## src/rtl/xcpd_pkg.sv

```systemverilog
// ----------------------------------------------------------------------------
// XOR-checked packet deframer package
// Shared widths, register indexes, reset values and result codes.
// ----------------------------------------------------------------------------
package xcpd_pkg;

	localparam int unsigned BYTE_W    = 8;
	localparam int unsigned NIBBLE_W  = 4;
	localparam int unsigned CFG_IDX_W = 2;

	typedef logic [BYTE_W-1:0]    byte_t;
	typedef logic [NIBBLE_W-1:0]  nibble_t;
	typedef logic [CFG_IDX_W-1:0] cfg_idx_t;

	localparam cfg_idx_t REG_MIN_HEADER = cfg_idx_t'(0);
	localparam cfg_idx_t REG_MAX_HEADER = cfg_idx_t'(1);

	localparam byte_t MIN_HEADER_RST = byte_t'(16);
	localparam byte_t MAX_HEADER_RST = byte_t'(63);

	typedef enum logic [1:0] {
		KIND_PAYLOAD   = 2'd0,
		KIND_GOOD      = 2'd1,
		KIND_CSUM_ERR  = 2'd2,
		KIND_SYNC_ERR  = 2'd3
	} kind_t;

endpackage

```

## src/rtl/xcpd_if.sv

```systemverilog
// ----------------------------------------------------------------------------
// XOR-checked packet deframer channels
// Valid/ready channels for received bytes, results and register writes.
// ----------------------------------------------------------------------------
interface xcpd_rx_if;
	logic               valid;
	logic               ready;
	xcpd_pkg::byte_t    rx_byte;

	modport source (output valid, output rx_byte, input ready);
	modport sink   (input valid, input rx_byte, output ready);
endinterface

interface xcpd_res_if;
	logic               valid;
	logic               ready;
	xcpd_pkg::kind_t    result_kind;
	xcpd_pkg::byte_t    data_byte;
	xcpd_pkg::byte_t    byte_index;
	xcpd_pkg::byte_t    packet_header;
	logic               is_midi;
	xcpd_pkg::nibble_t  cable_number;
	xcpd_pkg::byte_t    packet_length;

	modport source (output valid, output result_kind, output data_byte, output byte_index,
		output packet_header, output is_midi, output cable_number, output packet_length,
		input ready);
	modport sink   (input valid, input result_kind, input data_byte, input byte_index,
		input packet_header, input is_midi, input cable_number, input packet_length,
		output ready);
endinterface

interface xcpd_cfg_if;
	logic               valid;
	logic               ready;
	xcpd_pkg::cfg_idx_t index;
	xcpd_pkg::byte_t    data;

	modport source (output valid, output index, output data, input ready);
	modport sink   (input valid, input index, input data, output ready);
endinterface

```

## src/rtl/xor_checked_packet_deframer_top.sv

```systemverilog
// ----------------------------------------------------------------------------
// XOR-checked packet deframer
// Splits received bytes into header, length, payload and checksum, passing
// payload bytes on at once and closing each packet with a status result.
// ----------------------------------------------------------------------------
// Channel | Role | Payload
// rx      | sink   | rx_byte
// res     | source | result_kind, data_byte, byte_index, packet_header,
//         |        | is_midi, cable_number, packet_length
// cfg     | sink   | index, data (always ready)
//
// One byte is accepted per cycle while the result channel does not stall; each
// passes an input register, and its result, if any, is registered in the result register.
// The parser state is updated by a single pass of logic on the input register.
// Reset puts the parser in idle and loads the default header limits.
// A stalled result holds the input register, and rx then waits.
// ----------------------------------------------------------------------------
module xor_checked_packet_deframer_top (
	input  logic           clk,
	input  logic           arst_n,
	xcpd_rx_if.sink        rx,
	xcpd_res_if.source     res,
	xcpd_cfg_if.sink       cfg
);

	logic              valid_s1;
	xcpd_pkg::byte_t   byte_s1;
	logic              adv;

	xcpd_pkg::byte_t   min_header_q;
	xcpd_pkg::byte_t   max_header_q;

	xcpd_pkg::byte_t   cur_header_q;
	logic              length_known_q;
	xcpd_pkg::byte_t   payload_length_q;
	xcpd_pkg::byte_t   payload_count_q;
	xcpd_pkg::byte_t   running_xor_q;

	xcpd_pkg::byte_t   cur_header_d;
	logic              length_known_d;
	xcpd_pkg::byte_t   payload_length_d;
	xcpd_pkg::byte_t   payload_count_d;
	xcpd_pkg::byte_t   running_xor_d;

	logic              emit;
	logic              with_packet;
	logic              midi;
	xcpd_pkg::kind_t   kind_d;
	xcpd_pkg::byte_t   index_d;

	logic              out_valid_q;
	xcpd_pkg::kind_t   kind_q;
	xcpd_pkg::byte_t   data_q;
	xcpd_pkg::byte_t   index_q;
	xcpd_pkg::byte_t   header_q;
	logic              midi_q;
	xcpd_pkg::nibble_t cable_q;
	xcpd_pkg::byte_t   length_q;

	assign adv      = valid_s1 && (!out_valid_q || res.ready);
	assign rx.ready = !valid_s1 || adv;
	assign cfg.ready = 1'b1;

	always_ff @(posedge clk or negedge arst_n) begin
		if (!arst_n) begin
			min_header_q <= xcpd_pkg::MIN_HEADER_RST;
			max_header_q <= xcpd_pkg::MAX_HEADER_RST;
		end else if (cfg.valid) begin
			case (cfg.index)
				xcpd_pkg::REG_MIN_HEADER: min_header_q <= cfg.data;
				xcpd_pkg::REG_MAX_HEADER: max_header_q <= cfg.data;
				default: ;
			endcase
		end
	end

	always_ff @(posedge clk or negedge arst_n) begin
		if (!arst_n) begin
			valid_s1 <= 1'b0;
		end else if (rx.ready) begin
			valid_s1 <= rx.valid;
		end
	end

	always_ff @(posedge clk) begin
		if (rx.ready && rx.valid) begin
			byte_s1 <= rx.rx_byte;
		end
	end

	always_comb begin
		cur_header_d     = cur_header_q;
		length_known_d   = length_known_q;
		payload_length_d = payload_length_q;
		payload_count_d  = payload_count_q;
		running_xor_d    = running_xor_q;
		emit             = 1'b0;
		with_packet      = 1'b1;
		kind_d           = xcpd_pkg::KIND_PAYLOAD;
		index_d          = '0;
		if (cur_header_q == '0) begin
			with_packet = 1'b0;
			if (byte_s1 < min_header_q) begin
				emit   = 1'b1;
				kind_d = xcpd_pkg::KIND_SYNC_ERR;
			end else if (byte_s1 != '0) begin
				cur_header_d    = byte_s1;
				running_xor_d   = byte_s1;
				payload_count_d = '0;
				if (byte_s1 <= max_header_q) begin
					length_known_d   = 1'b1;
					payload_length_d = {{(xcpd_pkg::BYTE_W-xcpd_pkg::NIBBLE_W){1'b0}},
						byte_s1[xcpd_pkg::BYTE_W-1 -: xcpd_pkg::NIBBLE_W]};
				end else begin
					length_known_d   = 1'b0;
					payload_length_d = '0;
				end
			end
		end else if (!length_known_q) begin
			payload_length_d = byte_s1;
			length_known_d   = 1'b1;
			running_xor_d    = running_xor_q ^ byte_s1;
		end else if (payload_count_q >= payload_length_q) begin
			emit             = 1'b1;
			kind_d           = (running_xor_q == byte_s1) ? xcpd_pkg::KIND_GOOD
				: xcpd_pkg::KIND_CSUM_ERR;
			cur_header_d     = '0;
			length_known_d   = 1'b0;
			payload_length_d = '0;
			payload_count_d  = '0;
			running_xor_d    = '0;
		end else begin
			emit            = 1'b1;
			kind_d          = xcpd_pkg::KIND_PAYLOAD;
			index_d         = payload_count_q;
			payload_count_d = payload_count_q + xcpd_pkg::byte_t'(1);
			running_xor_d   = running_xor_q ^ byte_s1;
		end
		midi = with_packet && (cur_header_q <= max_header_q);
	end

	always_ff @(posedge clk or negedge arst_n) begin
		if (!arst_n) begin
			cur_header_q     <= '0;
			length_known_q   <= 1'b0;
			payload_length_q <= '0;
			payload_count_q  <= '0;
			running_xor_q    <= '0;
		end else if (adv) begin
			cur_header_q     <= cur_header_d;
			length_known_q   <= length_known_d;
			payload_length_q <= payload_length_d;
			payload_count_q  <= payload_count_d;
			running_xor_q    <= running_xor_d;
		end
	end

	always_ff @(posedge clk or negedge arst_n) begin
		if (!arst_n) begin
			out_valid_q <= 1'b0;
		end else if (adv) begin
			out_valid_q <= emit;
		end else if (res.ready) begin
			out_valid_q <= 1'b0;
		end
	end

	always_ff @(posedge clk) begin
		if (adv && emit) begin
			kind_q   <= kind_d;
			data_q   <= byte_s1;
			index_q  <= index_d;
			header_q <= with_packet ? cur_header_q : '0;
			midi_q   <= midi;
			cable_q  <= midi ? cur_header_q[xcpd_pkg::NIBBLE_W-1:0] : '0;
			length_q <= with_packet ? payload_length_q : '0;
		end
	end

	assign res.valid         = out_valid_q;
	assign res.result_kind   = kind_q;
	assign res.data_byte     = data_q;
	assign res.byte_index    = index_q;
	assign res.packet_header = header_q;
	assign res.is_midi       = midi_q;
	assign res.cable_number  = cable_q;
	assign res.packet_length = length_q;

`ifndef ASSERT_OFF
	a_count_in_range: assert property (@(posedge clk) disable iff (!arst_n)
		length_known_q |-> (payload_count_q <= payload_length_q))
		else $error("Payload count ran past the packet length.");

	a_idle_clean: assert property (@(posedge clk) disable iff (!arst_n)
		(cur_header_q == '0) |-> (!length_known_q && payload_count_q == '0))
		else $error("Idle parser holds packet state.");

	a_sync_no_packet: assert property (@(posedge clk) disable iff (!arst_n)
		(out_valid_q && kind_q == xcpd_pkg::KIND_SYNC_ERR) |->
		(header_q == '0 && !midi_q && length_q == '0))
		else $error("Sync error result carries packet fields.");

	a_s1_hold: assert property (@(posedge clk) disable iff (!arst_n)
		(valid_s1 && !adv) |=> (valid_s1 && $stable(byte_s1)))
		else $error("Input register changed while stalled.");
`endif

endmodule

```

## src/flat_wrapper.sv

```systemverilog
// flat-port wrapper written by rule: the top's interface ports become plain ports
module xor_checked_packet_deframer_top_flat 
  (clk, arst_n, rx_valid, rx_rx_byte, rx_ready, res_valid, res_result_kind, res_data_byte, res_byte_index, res_packet_header, res_is_midi, res_cable_number, res_packet_length, res_ready, cfg_valid, cfg_index, cfg_data, cfg_ready);
  xcpd_rx_if rx_i ();
  xcpd_res_if res_i ();
  xcpd_cfg_if cfg_i ();
  input  logic clk;
  input  logic arst_n;
  input wire logic [$bits(rx_i.valid)-1:0] rx_valid;
  input wire logic [$bits(rx_i.rx_byte)-1:0] rx_rx_byte;
  output wire logic [$bits(rx_i.ready)-1:0] rx_ready;
  output wire logic [$bits(res_i.valid)-1:0] res_valid;
  output wire logic [$bits(res_i.result_kind)-1:0] res_result_kind;
  output wire logic [$bits(res_i.data_byte)-1:0] res_data_byte;
  output wire logic [$bits(res_i.byte_index)-1:0] res_byte_index;
  output wire logic [$bits(res_i.packet_header)-1:0] res_packet_header;
  output wire logic [$bits(res_i.is_midi)-1:0] res_is_midi;
  output wire logic [$bits(res_i.cable_number)-1:0] res_cable_number;
  output wire logic [$bits(res_i.packet_length)-1:0] res_packet_length;
  input wire logic [$bits(res_i.ready)-1:0] res_ready;
  input wire logic [$bits(cfg_i.valid)-1:0] cfg_valid;
  input wire logic [$bits(cfg_i.index)-1:0] cfg_index;
  input wire logic [$bits(cfg_i.data)-1:0] cfg_data;
  output wire logic [$bits(cfg_i.ready)-1:0] cfg_ready;
  assign rx_i.valid = rx_valid;
  assign rx_i.rx_byte = rx_rx_byte;
  assign rx_ready = rx_i.ready;
  assign res_valid = res_i.valid;
  assign res_result_kind = res_i.result_kind;
  assign res_data_byte = res_i.data_byte;
  assign res_byte_index = res_i.byte_index;
  assign res_packet_header = res_i.packet_header;
  assign res_is_midi = res_i.is_midi;
  assign res_cable_number = res_i.cable_number;
  assign res_packet_length = res_i.packet_length;
  assign res_i.ready = res_ready;
  assign cfg_i.valid = cfg_valid;
  assign cfg_i.index = cfg_index;
  assign cfg_i.data = cfg_data;
  assign cfg_ready = cfg_i.ready;
  xor_checked_packet_deframer_top u_core (.clk(clk), .arst_n(arst_n), .rx(rx_i), .res(res_i), .cfg(cfg_i));
endmodule
```

## config.mk

```make
export PLATFORM = sky130hd
export DESIGN_NAME = xor_checked_packet_deframer_top_flat
export DESIGN_NICKNAME = d
export VERILOG_FILES = /design/src/rtl/xcpd_pkg.sv /design/src/rtl/xcpd_if.sv /design/src/rtl/xor_checked_packet_deframer_top.sv /design/src/flat_wrapper.sv
export SDC_FILE = /design/constraint.sdc
export NUM_CORES = 1
export LEC_CHECK = 0
export ABC_CLOCK_PERIOD_IN_PS = 5050
export BUFFER_PORTS_ARGS = -buffer_cell sky130_fd_sc_hd__buf_2
export CAP_MARGIN = 10
export CORE_MARGIN = 4
export CORE_UTILIZATION = 50
export DETAILED_ROUTE_END_ITERATION = 8
export GPL_TIMING_DRIVEN = 0
export PLACE_DENSITY = 0.75
export SYNTH_ARGS = -nofsm -noshare
export SYNTH_HDL_FRONTEND = slang
export SYNTH_SLANG_ARGS = --single-unit
```

## constraint.sdc

```tcl
create_clock -name clk -period 5.05 [get_ports clk]
set_clock_uncertainty 0.1 [all_clocks]
set_input_delay 0.7575 -clock clk [delete_from_list [all_inputs] [get_ports clk]]
set_output_delay 0.7575 -clock clk [all_outputs]
set_load 0.005 [all_outputs]
```

==> out/qor.yml <==
status: "complete, no violations"
cts_buffers: 9
yosys.area.top_type_share_pct: 29.5
syn_inst: 395
drtIter0Drc: 234
path_max_fanout: 34
area_delta_synth_final_pct: 15.5
synth_top_area_cell: "edfxtp_1"
coreArea_sq_um: 9280
tritoncts: "yes"
reg2reg_slack_ns: 1.84
synthFlopType: "edfxtp_1"
synth_warnings: 0
slew_viol_final: 0
htreeDepth: 3
grt_overflow: 0
grt_max_degree: 52
postCtsSetupBuffers: 0
port_buffers: 63
dp_cells: 588
hpwl_um: 6880
fin_nets: 526
fmax_mhz: 312
wl_per_cell_um: 15.8
p_sw_share_pct: 36.1
start_util_pct: 51.6
ant_nets: 0
ys_ff_latch: 98
whs_ns: 0.259
layout_min_cycle_time_ns: 3.21
vias: 3251
cts_sinks: 98
avgSynthCellArea_sq_um: 12.1
cp-end-kind: "register"
synth_area_leaders: "edfxtp_1 29%, dfrtp_1 23%, ha_1 8.4%"
worst_ep_required_time_ns: 5.00
hold_buffers: 0
synth-edff-count: 47
synth_most_common_cell: "edfxtp_1"
max_cap_violations: 0
die_area_sq_um: 11200
max-vdd-ir-drop_mv: 0.338
drc: 0
synthArstFlopShare_pct: 52.0
power.switching_mw: 1.13
cellPowerDensity_nw_per_um2: 566
final_area_sq_um: 5530
syn_area_sq_um: 4790
grt.total_usage_pct: 18.1
synth_common_cells: "47 x edfxtp_1, 44 x dfrtp_1, 32 x ha_1, 29 x inv_1, 23 x o21ai_0"
hold_path.class: "input pin to async pin"
fin_crit_sh_pct: 63.5
seq_power_share_pct: 42.1
routabilityCongestion: 0.848
path_clk_slew_ns: 0.10
start_kind: "register"
slew_headroom_pct: 54.4
root_buffer: "clkbuf_8"
setup_tns_ns: 0
p_comb_share_pct: 40.2
rows: 35
clk_latency_ns: 0.36
leakagePower_nw: 2.36
placed_cell_area_sq_um: 5290
arrival_ns: 3.16
cts_resized: 0
antenna_found_initial: 0
grt_pass1_vias: 3287
worst_pin_slew_ns: 0.682
vias_per_cell: 5.37
worst-setup-path-type: "register to register"
firstDrtPassIters: 4
synth_cell_types: 55
n_antenna_cell: 0
finalPower_mw: 3.13
rsz0062_at_grt: "no"
hold_viol: 0
synth_fp_nets: 450
setup_viol: 0
io_pins: 65
fin_cells: 605
power.internal_mw: 2.00
grt_first_pass_wirelength_um: 16100
cts_buffer_depth: 2
totalWireLength_um: 9560
synth_seq_area_share_pct: 56.3
clockPowerShare_pct: 17.7
die_y_um: 106
layout-drive-gt1-share_pct: 25.4
die_x_um: 106
stage by stage:
step,util (%),worst slack [ns]
floorplan,-,1.05
global placement,56.7,-0.00671
detailed placement,57.0,1.87
CTS,59.4,1.84
global route,59.6,1.66
finish,59.6,1.84
final cells by class:
class | instances | area [sq um]
Fill cell | 802 | 3750
Sequential cell | 98 | 2700
Multi-Input combinational cell | 245 | 1880
Timing Repair Buffer | 65 | 355
Tap cell | 129 | 161
Clock buffer | 11 | 141
Buffer | 23 | 110
Inverter | 29 | 109
Clock inverter | 5 | 78.8
logic make-up (layout without fill, tap and decap cells):
group | after synthesis | after routing | synth area share [%]
DFF | 98 | 98 | 56.3
and+or+nand+nor | 102 | 102 | 12.1
buffers and inverters | 52 | 133 | 4.57
muxes | 17 | 17 | 3.89
xor gates and xnor gates | 13 | 13 | 2.38
adders and majority gates | 32 | 32 | 8.36
AOI/OAI and AO/OA | 80 | 80 | 12.3
other | 1 | 1 | 0.0783
path summary, 6_finish.rpt:
check,from,endpoint,cells past startpoint
setup / recovery,u_core.byte_s1[2],u_core.res.result_kind[0],7
hold / removal,arst_n,u_core.payload_count_q[7],1
setup reg to reg,u_core.byte_s1[2],u_core.res.result_kind[0],7
hold reg to reg,u_core.byte_s1[0],u_core.res.data_byte[0],0
max in group asynchronous,arst_n,u_core.max_header_q[3],2
min in group clk,u_core.byte_s1[0],u_core.res.data_byte[0],0
worst max-delay path: stages, from the launching register on:
cell	delay, ns
edfxtp_1	0.60
ha_1	0.38
a211oi_1	0.22
o21ai_0	0.21
a211oi_4	0.63
a21oi_1	0.21
nor2_4	0.28
buf_12	0.24
sequential cells by signal (all words and copies together), names as in the netlist, 2 cells and up:
register                  count
u_core.byte_s1                8
u_core.cur_header_q           8
u_core.max_header_q           8
u_core.min_header_q           8
u_core.payload_count_q        8
u_core.payload_length_q       8
u_core.res.byte_index         8
u_core.res.data_byte          8
u_core.res.packet_header      8
u_core.res.packet_length      8
u_core.running_xor_q          8
u_core.res.cable_number       4
u_core.res.result_kind        2
layer usage:
metal  vias up  global-route usage (%)  routed length, um
li1       1579                       -                  -
met1      1552                    25.3               4380
met2       108                    28.0               4450
met3        12                    4.29                614
met4         0                    6.11                116
met5         -                       0                  0
placed cells by master, fill, tap and decap left out, drive strengths merged, types with 2 or more instances in the layout:
| master | netlist | routed |
|---|---|---|
| a211oi | 3 | 3 |
| a21oi | 10 | 10 |
| a22o | 16 | 16 |
| a32o | 2 | 2 |
| a32oi | 3 | 3 |
| and2 | 9 | 9 |
| and3 | 4 | 4 |
| buf | 8 | 73 |
| bufinv | 0 | 2 |
| clkbuf | 15 | 26 |
| clkinvlp | 0 | 2 |
| dfrtp | 44 | 44 |
| dfstp | 7 | 7 |
| edfxtp | 47 | 47 |
| ha | 32 | 32 |
| inv | 29 | 29 |
| mux2 | 10 | 10 |
| mux2i | 7 | 7 |
| nand2 | 20 | 20 |
| nand2b | 5 | 5 |
| nand3 | 7 | 7 |
| nand3b | 2 | 2 |
| nand4 | 6 | 6 |
| nor2 | 25 | 25 |
| nor2b | 6 | 6 |
| nor3 | 6 | 6 |
| nor4 | 7 | 7 |
| nor4b | 2 | 2 |
| o21a | 2 | 2 |
| o21ai | 25 | 25 |
| o22ai | 8 | 8 |
| o31ai | 2 | 2 |
| xnor2 | 13 | 13 |
power groups by stage:
stage / registers [mW] / logic, mW / clock network [mW]
finish: 1.32 / 1.26 / 0.554
detailed placement: 1.33 / 1.26 / 0
global placement: 1.34 / 1.18 / 0
floorplan: 1.32 / 0.873 / 0
global route: 1.35 / 1.41 / 0.596
CTS: 1.32 / 1.26 / 0.562
Note: power is estimated with default switching activity, not from simulation.
